[src/mdu_ram.sv]
// generic single write, single read ram with registered read data
// depends on nothing
module mdu_ram #(
  parameter int WIDTH = 32,
  parameter int DEPTH = 16
) (
  input  logic                                   clk,
  input  logic                                   we,
  input  logic [((DEPTH > 1) ? $clog2(DEPTH) : 1)-1:0] waddr,
  input  logic [WIDTH-1:0]                       wdata,
  input  logic [((DEPTH > 1) ? $clog2(DEPTH) : 1)-1:0] raddr,
  output logic [WIDTH-1:0]                       rdata
);

  logic [WIDTH-1:0] mem [DEPTH];

  always_ff @(posedge clk) begin
    if (we) begin
      mem[waddr] <= wdata;
    end
    rdata <= mem[raddr];
  end

endmodule

[config.mk]
export PLATFORM = sky130hd
export DESIGN_NAME = mdu_ram
export DESIGN_NICKNAME = d
export VERILOG_FILES = /design/src/mdu_ram.sv
export SDC_FILE = /design/constraint.sdc
export NUM_CORES = 1
export LEC_CHECK = 0
export BUFFER_PORTS_ARGS = -buffer_cell sky130_fd_sc_hd__buf_2
export CELL_PAD_IN_SITES_DETAIL_PLACEMENT = 0
export CELL_PAD_IN_SITES_GLOBAL_PLACEMENT = 1
export CORE_ASPECT_RATIO = 1.1
export CORE_UTILIZATION = 59
export DETAILED_ROUTE_END_ITERATION = 6
export PLACE_DENSITY = 0.85
export SLEW_MARGIN = 0
export SYNTH_ARGS = -nofsm -noshare
export SYNTH_HDL_FRONTEND = slang
export SYNTH_SLANG_ARGS = --single-unit
[constraint.sdc]
create_clock -name clk -period 6.4 [get_ports clk]
set_input_delay 1.28 -clock clk [delete_from_list [all_inputs] [get_ports clk]]
set_output_delay 1.28 -clock clk [all_outputs]
set_load 0.02 [all_outputs]
==> metrics.txt <==
status=complete, no violations; Crit Path Category=in -> reg; Die Width=177 um; Net Sw Frac=0.204; Power Total=7.33 mW; CP Launch Type=input port; post-CTS setup buffers=0; warnings from Yosys=0; cts bufs inserted=50; post-synthesis sequential area ratio=0.807; clock buffer depth=3; Setup-failing EPs final=0; WP buf/inv=2; crit path max fanout=24; post-synthesis cell area=19900 um2; Die Ht=194 um; ratio of cells with drive above 1 in the final layout=0.325; Starting Density=0.598; RSZ-0062 raised after global routing=false; Critical Path RT=6.60 ns; clk_lat worst skew=0.56 ns; CP endpoint kind=flop; min Tclk post-route=3.03 ns; reg2reg start=mem[7][28]; Cells after DPL=1324; top-area cell type share of the netlist area=0.774; antenna violations before repair=5; cts hold-fix bufs=0; setup TNS=0 ns; Worst path slowest cell=nor3_2; Avg Inst Size Synth=23.7 um2; 1st-iter DRT viols=1132; die area=34400 um2; max_cap viols=0; Worst-path clk slew=0.06 ns; I/O pin cnt=74; Avg WL per Cell=29.1 um; hold_sp=mem[12][8]; fmax=329 MHz; core area=33200 um2; Sink Count=544; PwrDens=325 nW/um2; hold path depth=3; fin cells=1421; post-route ant nets=0; Residual DRC=0; reg-to-reg endpoint=rdata[28]; Design Area, Final=22500 um2; FF-to-FF setup slack=5.01 ns; Top delay family on crit path=simple AND/OR/NAND/NOR gates; critical path depth=4; distinct cell type count after synthesis=18; worst r2r path cells=3; Hold WS=0.670 ns; Vias=9309; sequential power share=0.547; fin crit share=0.474; final WL=41.3 mm; CP arrival=3.24 ns; Hold Crit Class=reg -> reg; CTS Root Cell=clkbuf_16; port bufs=73; leading area contributor after synthesis=edfxtp_1; first-pass GRT wire length=60.9 mm; Pleak=7.26 nW; Syn Nets=880; vias in the first global route=9571; Placed Instance Area=20900 um2; Yosys reg bits=544; H-tree depth=2; CP Cell Sequence=buf_2, nand3b_1, nor3_2, buf_4; hold path endpoint=rdata[8]; crit path from=waddr[2]; VDD IR max=0.223 mV; cell count after synthesis=838; Final Max Tran Viols=0; drt pass-1 iters=5; Placer Congestion=0.753; Post-CTS Resized=0; largest net degree at the start of global routing=67; synth top area cells=edfxtp_1 77%, mux4_2 15%, dfxtp_1 3.2%; vias per cell=6.55; Final Net Count=986; GRT Util Overall=0.249; Sw Pwr=1.49 mW; Clk network pwr share=0.403; dpl hpwl=20.0 mm; grt ovf=0; Final Hold Violating Endpoints=0; P_int=5.84 mW; Combinational Power Share=0.050; Max Clock Skew=0.00887 ns; Max-slew headroom=0.299; Worst Max-Slew Pin Slew=1.05 ns; CTS tree=built; area grow syn2layout=13.5%; # rows=70; Largest stage delay, worst path=0.88 ns
worst max path at each step:
stage,end,slack (ns)
final,mem[8][16],3.37
after floorplan,mem[0][0],1.94
after detailed placement,mem[8][23],2.78
after global placement,mem[12][23],2.78
after global routing,rdata[25],3.16
after CTS,rdata[25],3.32
area by class of cell:
| class | instances | area [um2] |
|---|---|---|
| tap | 432 | 541 |
| clock inverter | 20 | 173 |
| multi-input combinational | 251 | 3750 |
| fill | 1968 | 10700 |
| antenna | 3 | 7.51 |
| timing repair buffer | 97 | 569 |
| clock buffer | 74 | 1480 |
| sequential | 544 | 16000 |
cell usage after synthesis:
cell type and instances:
edfxtp_1 512, mux4_2 128, a22oi_1 64, nand2_1 33, dfxtp_1 32, clkbuf_1 17
nor2_1 13, buf_4 11, buf_1 9, buf_2 4, nor3_1 4, buf_6 2
nand2b_1 2, nand3b_1 2, nor2b_1 2, and2_1 1, nand3_1 1, or3b_2 1
sequential cells by signal, summed over array words and instances (netlist names):
name / count
mem: 512
rdata: 32
metrics by stage:
| step | utilization | setup WS, ns |
|---|---|---|
| 4_1_cts | 0.679 | 3.32 |
| 3_5_place_dp | 0.629 | 2.78 |
| 5_1_grt | 0.679 | 3.16 |
| 6_report | 0.679 | 3.37 |
| 3_3_place_gp | 0.629 | 2.78 |
| 2_1_floorplan | - | 1.94 |
kinds of logic after synthesis:
logic type,share of synthesized area
buf+inv,0.0112
flops,0.807
simple gates,0.0127
compound gates,0.0242
mux,0.145
power groups by stage:
| stage | clock (mW) | sequential, mW | combinational (mW) |
|---|---|---|---|
| 2_1_floorplan | 0 | 4.11 | 0.191 |
| 3_3_place_gp | 0 | 4.08 | 0.356 |
| 3_5_place_dp | 0 | 4.08 | 0.363 |
| 4_1_cts | 2.98 | 4.01 | 0.367 |
| 5_1_grt | 3.12 | 4.01 | 0.390 |
| 6_report | 2.96 | 4.01 | 0.366 |
tightest hold or removal path: stages, from the launching register on:
cell and delay, ns:
edfxtp_1 0.32, mux4_2 0.22, a22oi_1 0.06, nand2_1 0.05
per-layer routing:
metal  track usage  wire length [um]
met5             0                33
met4        0.0904              1170
met3        0.0409              3270
met2         0.401             21000
met1         0.350             15900
cells in the final DEF (no fill, tap or decap):
cell type,count
edfxtp_1,512
mux4_2,128
buf_2,71
a22oi_1,64
clkbuf_16,53
nand2_1,33
dfxtp_1,32
buf_4,24
clkbuf_1,14
nor2_4,13
clkinv_2,9
clkbuf_8,8
clkinv_1,6
nor3_2,4
diode_2,3
bufinv_16,3
nor2b_4,2
nand3b_1,2
nand2b_1,2
clkinvlp_4,2
and2_2,1
nand3_1,1
or3b_2,1
buf_12,1
Note: power is estimated with default switching activity, not from simulation.
