==> config.mk <==
export PLATFORM = sky130hd
export DESIGN_NAME = mdu_divsqrt
export DESIGN_NICKNAME = d
export VERILOG_FILES = /design/src/mdu_pkg.sv /design/src/mdu_divsqrt.sv
export SDC_FILE = /design/constraint.sdc
export NUM_CORES = 1
export LEC_CHECK = 0
export BUFFER_PORTS_ARGS = -buffer_cell sky130_fd_sc_hd__clkbuf_2
export CAP_MARGIN = 5
export CORE_MARGIN = 2
export CORE_UTILIZATION = 35
export DETAILED_ROUTE_END_ITERATION = 12
export SYNTH_ARGS = -nofsm -noshare
export SYNTH_HDL_FRONTEND = slang
export SYNTH_SLANG_ARGS = --single-unit
==> constraint.sdc <==
create_clock -name clk -period 4.3 [get_ports clk]
set_clock_uncertainty 0.2 [all_clocks]
set_input_delay 0.215 -clock clk [delete_from_list [all_inputs] [get_ports clk]]
set_output_delay 0.215 -clock clk [all_outputs]
set_load 0.1 [all_outputs]
==> src/mdu_pkg.sv <==
// shared constants, types and helpers of the mahalanobis distance unit
// depends on nothing; used by mdu_divsqrt and the top level
package mdu_pkg;

  localparam int MAX_DIM    = 16;
  localparam int IDX_W      = (MAX_DIM > 1) ? $clog2(MAX_DIM) : 1;
  localparam int CNT_W      = $clog2(MAX_DIM + 1);
  localparam int MAT_DEPTH  = 2 ** (2 * IDX_W);
  localparam int IN_DATA_W  = 40;
  localparam int CFG_IDX_W  = 2;
  localparam int CFG_DATA_W = 5;
  localparam int DIV_STEPS  = 64;
  localparam int SQRT_STEPS = 32;
  localparam int STEP_W     = 7;

  typedef enum logic [1:0] {
    CMD_MAT     = 2'd0,
    CMD_MEAN    = 2'd1,
    CMD_SAMPLE  = 2'd2,
    CMD_COMPUTE = 2'd3
  } cmd_t;

  localparam logic [CFG_IDX_W-1:0] CFG_DIMS = 2'd0;
  localparam logic [CFG_IDX_W-1:0] CFG_FACT = 2'd1;

  typedef struct packed {
    logic start;
    logic is_sqrt;
  } unit_req_t;

  typedef struct packed {
    logic busy;
    logic done;
  } unit_sts_t;

  function automatic logic signed [63:0] sat_add64(input logic signed [63:0] a,
                                                   input logic signed [63:0] b);
    logic signed [63:0] s;
    s = a + b;
    if (a[63] == b[63] && s[63] != a[63]) begin
      s = a[63] ? {1'b1, 63'd0} : {1'b0, {63{1'b1}}};
    end
    return s;
  endfunction

  function automatic logic [31:0] sat32(input logic signed [63:0] v);
    logic [31:0] r;
    if (v > 64'sh7FFFFFFF) begin
      r = 32'h7FFFFFFF;
    end else if (v < -64'sh80000000) begin
      r = 32'h80000000;
    end else begin
      r = v[31:0];
    end
    return r;
  endfunction

  function automatic logic [2*IDX_W-1:0] mat_addr(input logic [IDX_W-1:0] r,
                                                  input logic [IDX_W-1:0] c);
    return {r, c};
  endfunction

endpackage

==> src/mdu_divsqrt.sv <==
// shared iterative unit: restoring 64/32 divide or 64-bit integer square root
// one bit per cycle; depends on mdu_pkg
module mdu_divsqrt (
  input  logic                clk,
  input  logic                rst_n,
  input  mdu_pkg::unit_req_t  req,
  input  logic [63:0]         opnd,
  input  logic [31:0]         divisor,
  output mdu_pkg::unit_sts_t  sts,
  output logic [63:0]         quo,
  output logic [31:0]         root
);

  logic                        busy_r;
  logic                        done_r;
  logic [mdu_pkg::STEP_W-1:0]  cnt_r;
  logic                        sqrt_r;
  logic [34:0]                 rem_r;
  logic [63:0]                 shf_r;
  logic [31:0]                 root_r;
  logic [31:0]                 div_r;

  logic [32:0] trial_d;
  logic [34:0] trial_s;
  logic [34:0] cand_s;
  logic        ge;
  logic [34:0] rem_nxt;
  logic [63:0] shf_nxt;
  logic [31:0] root_nxt;

  always_comb begin
    trial_d  = {rem_r[31:0], shf_r[63]};
    trial_s  = {rem_r[32:0], shf_r[63:62]};
    cand_s   = {1'b0, root_r, 2'b01};
    root_nxt = root_r;
    if (sqrt_r) begin
      ge       = (trial_s >= cand_s);
      rem_nxt  = ge ? (trial_s - cand_s) : trial_s;
      root_nxt = {root_r[30:0], ge};
      shf_nxt  = {shf_r[61:0], 2'b00};
    end else begin
      ge      = (trial_d >= {1'b0, div_r});
      rem_nxt = {2'b00, (ge ? (trial_d - {1'b0, div_r}) : trial_d)};
      shf_nxt = {shf_r[62:0], ge};
    end
  end

  always_ff @(posedge clk) begin
    if (!rst_n) begin
      busy_r <= 1'b0;
      done_r <= 1'b0;
      cnt_r  <= '0;
    end else begin
      done_r <= 1'b0;
      if (req.start) begin
        busy_r <= 1'b1;
        cnt_r  <= req.is_sqrt ? mdu_pkg::STEP_W'(mdu_pkg::SQRT_STEPS)
                              : mdu_pkg::STEP_W'(mdu_pkg::DIV_STEPS);
      end else if (busy_r) begin
        cnt_r <= cnt_r - 1'b1;
        if (cnt_r == mdu_pkg::STEP_W'(1)) begin
          busy_r <= 1'b0;
          done_r <= 1'b1;
        end
      end
    end
  end

  always_ff @(posedge clk) begin
    if (req.start) begin
      sqrt_r <= req.is_sqrt;
      rem_r  <= '0;
      shf_r  <= opnd;
      root_r <= '0;
      div_r  <= divisor;
    end else if (busy_r) begin
      rem_r  <= rem_nxt;
      shf_r  <= shf_nxt;
      root_r <= root_nxt;
    end
  end

  assign sts.busy = busy_r;
  assign sts.done = done_r;
  assign quo      = shf_r;
  assign root     = root_r;

endmodule

==> summary.md <==
| Metric | Value |
|---|---|
| Main synth FF type | `edfxtp_1` |
| Initial antenna violation count | `0` |
| Worst flop-to-flop path endpoint | `rem_r[30]` |
| DP HPWL | `23,600 um` |
| CTS tree | `done` |
| IO Pins | `198` |
| Fmax | `257 MHz` |
| CP Capture Type | `register` |
| Fin crit period | `3.89 ns` |
| Largest net degree at the start of global routing | `118` |
| Hold Path Cell Cnt | `3` |
| Vias per cell | `5.19` |
| Pwr/cell area | `454 mW/mm^2` |
| Post-CTS setup buffer count | `0` |
| Largest stage delay, worst path | `0.39 ns` |
| Synth Cell Area | `0.0114 mm^2` |
| Remaining antenna violation count | `0` |
| Final hold vios | `0` |
| Clk root buf | `clkbuf_16` |
| Drt total wl | `32,700 um` |
| Hold crit path type | `in2reg` |
| P&R area growth vs syn | `26.0%` |
| Vias in the first global route | `10,359` |
| Total grt overflow | `0` |
| Worst Path Max Fanout | `4` |
| CP Depth | `14` |
| Number of port buffers | `197` |
| Via count | `10,628` |
| Skew-Pair Late Insertion Delay | `0.45 ns` |
| Ratio of cells with drive above 1 in the final layout | `16.6%` |
| Yosys cell types | `62` |
| Hold path start | `opnd[63]` |
| Initial Util | `35.3%` |
| Worst Path Arrival | `3.97 ns` |
| Synth Warn # | `0` |
| Async SR Flop Fraction | `0%` |
| Clock buffer depth | `2` |
| EDFF count, synth | `97` |
| Setup violators final | `0` |
| GPL Wtd Cong | `0.876` |
| Layout Nets | `1,761` |
| Initial DRC Count | `634` |
| Cell Rows | `66` |
| Syn Area/Cell | `8.49 um^2` |
| Peak supply drop | `0.000280 V` |
| Post-Syn Instances | `1,342` |
| Drt drc | `0` |
| Fin Setup TNS | `0 ns` |
| Critical path required time | `4.38 ns` |
| RSZ-0062 raised after global routing | `false` |
| Die Y | `184 um` |
| Worst Hold End | `quo[63]` |
| Full die area | `0.0340 mm^2` |
| Startpoint type of the worst setup path | `register` |
| Slowest CP cell | `fa_1` |
| Clock buffer count from CTS | `17` |
| Die Wd | `184 um` |
| WL per Instance | `16.0 um` |
| Synth top area share | `25.6%` |
| Slew Limit Fails | `0` |
| Relative slew slack | `44.6%` |
| Fillers | `3,174` |
| Clock sinks | `171` |
| Period utilization | `90.5%` |
| Clk pin slew, worst setup/hold paths | `0.07 ns` |
| Max-cap violations | `0` |
| Flop2flop setup slack | `0.41 ns` |
| Core area | `0.0323 mm^2` |
| CP top delay family | `compound AO/OA/AOI/OAI gates` |
| Sequential area share after synthesis | `38.6%` |
| Critical register-to-register path startpoint | `quo[63]` |
| Top post-synthesis cells by area | `edfxtp_1 26%, dfxtp_1 13%, ha_1 7.5%, nand2_1 6.8%, mux2i_1 6.2%` |
| Leak | `6.20 nW` |
| H-tree levels | `4` |
| Critical path cell sequence | `inv_1, ha_1, inv_1, fa_1, a21o_1, a221oi_1, o211ai_1, a31o_2, a41o_1, a31oi_2, o31ai_1, a221o_1, nor3_1, a221oi_1` |
| Status | `completed` |
| GRT Total Usage | `19.5%` |
| R2R cell count | `14` |
| Largest area contributor in the netlist | `edfxtp_1` |
| First-pass GRT wire length | `52,900 um` |
| Layout Cell Area excl Fill | `0.0144 mm^2` |
| Syn nets | `1,511` |
| N_diodes | `0` |
| Critical path class | `reg2reg` |
| DP Area | `0.0128 mm^2` |
| Detailed Routing Iterations Pass 1 | `5` |
| WP buf/inv | `2` |
| Actual slew at the worst max-slew pin | `0.831 ns` |
| Synth Register Bits | `171` |
## flip-flops by register name (all words and copies together) (netlist names)
name	flops
div_r	32
quo	64
cnt_r	7
rem_r	33
sqrt_r	1
busy_r	1
done_r	1
root	32
## layout by cell type (no fill, tap or decap), types with 23 or more instances in the layout
| master | n |
|---|---|
| edfxtp_1 | 97 |
| a21oi_1 | 139 |
| nor2_1 | 71 |
| xnor2_1 | 32 |
| mux2i_1 | 71 |
| nand2_1 | 206 |
| ha_1 | 68 |
| xor2_1 | 31 |
| nand3_1 | 25 |
| dlygate4sd3_1 | 98 |
| dfxtp_1 | 74 |
| a211oi_1 | 23 |
| clkbuf_2 | 196 |
| o21ai_0 | 120 |
| inv_1 | 85 |
## cells in the mapped netlist (all sizes together), types with 12 or more instances
cell,count
a211oi,23
a21o,22
a21oi,140
a22o,12
buf,21
clkbuf,62
dfxtp,74
edfxtp,97
ha,68
inv,86
mux2i,71
nand2,206
nand3,25
nand4,20
nor2,73
nor3,13
o211ai,20
o21ai,120
xnor2,32
xor2,31
## cell families after synthesis
logic type,share of synthesized area [%]
compound gates,21.7
xor+xnor,4.84
fa+ha+maj,7.64
buf+inv,5.76
flops,38.6
mux,6.33
simple gates,15.2
## metal layers
layer | share of wire, % | global-route usage (%)
met1 | 44 | 23.9
met3 | 5.3 | 4.19
met2 | 49 | 34.1
met5 | 0 | 0
met4 | 2.1 | 5.92
## what timing repair did
item | in CTS | in global routing
hold buffers | 98 | 0
endpoints found under the setup margin | 0 | 2
gates resized for setup | 0 | 1
endpoints found under the hold margin | 138 | 0
## worst max path at each step
stage / to / from / slack [ns]
2_1_floorplan: rem_r[30] / quo[63] / 0.02
3_3_place_gp: rem_r[30] / quo[63] / 0.39
3_5_place_dp: rem_r[30] / quo[63] / 0.34
4_1_cts: rem_r[30] / quo[63] / 0.31
5_1_grt: rem_r[30] / quo[63] / 0.05
6_report: rem_r[30] / quo[63] / 0.41
## power by group
| part | internal (W) | leakage (nW) | switching [W] |
|---|---|---|---|
| combinational | 0.00103 | 4.35 | 0.00189 |
| sequential | 0.00190 | 1.58 | 0.000171 |
| clock | 0.000772 | 0.272 | 0.000770 |
| total | 0.00370 | 6.20 | 0.00283 |
## cell type report
cell class              count  area, um^2  area share (%)
clock buffers              17         425            2.96
inverters                  86         323            2.25
repair buffers            314        2140            14.9
flip-flops and latches    171        4390            30.6
well taps                 442         553            3.85
multi-input cells        1002        6370            44.4
clock inverters            15         155            1.08
## tightest hold or removal path: stages
cell      delay, ns
clkbuf_2       0.07
nand2_1        0.04
o21ai_0        0.24
## stage by stage
stage          power, W  worst slack (ns)  hold slack (ns)  util, %  instances
2_1_floorplan   0.00429            0.0155            0.114        -       1342
3_3_place_gp    0.00490             0.387            0.194     39.6       1917
3_5_place_dp    0.00492             0.343            0.194     39.6       1917
4_1_cts         0.00655             0.315           0.0542     44.5       2047
5_1_grt         0.00694            0.0486           0.0779     44.5       2047
6_report        0.00653             0.409            0.116     44.5       2047
No activity file was read; power rests on OpenSTA's default activity.
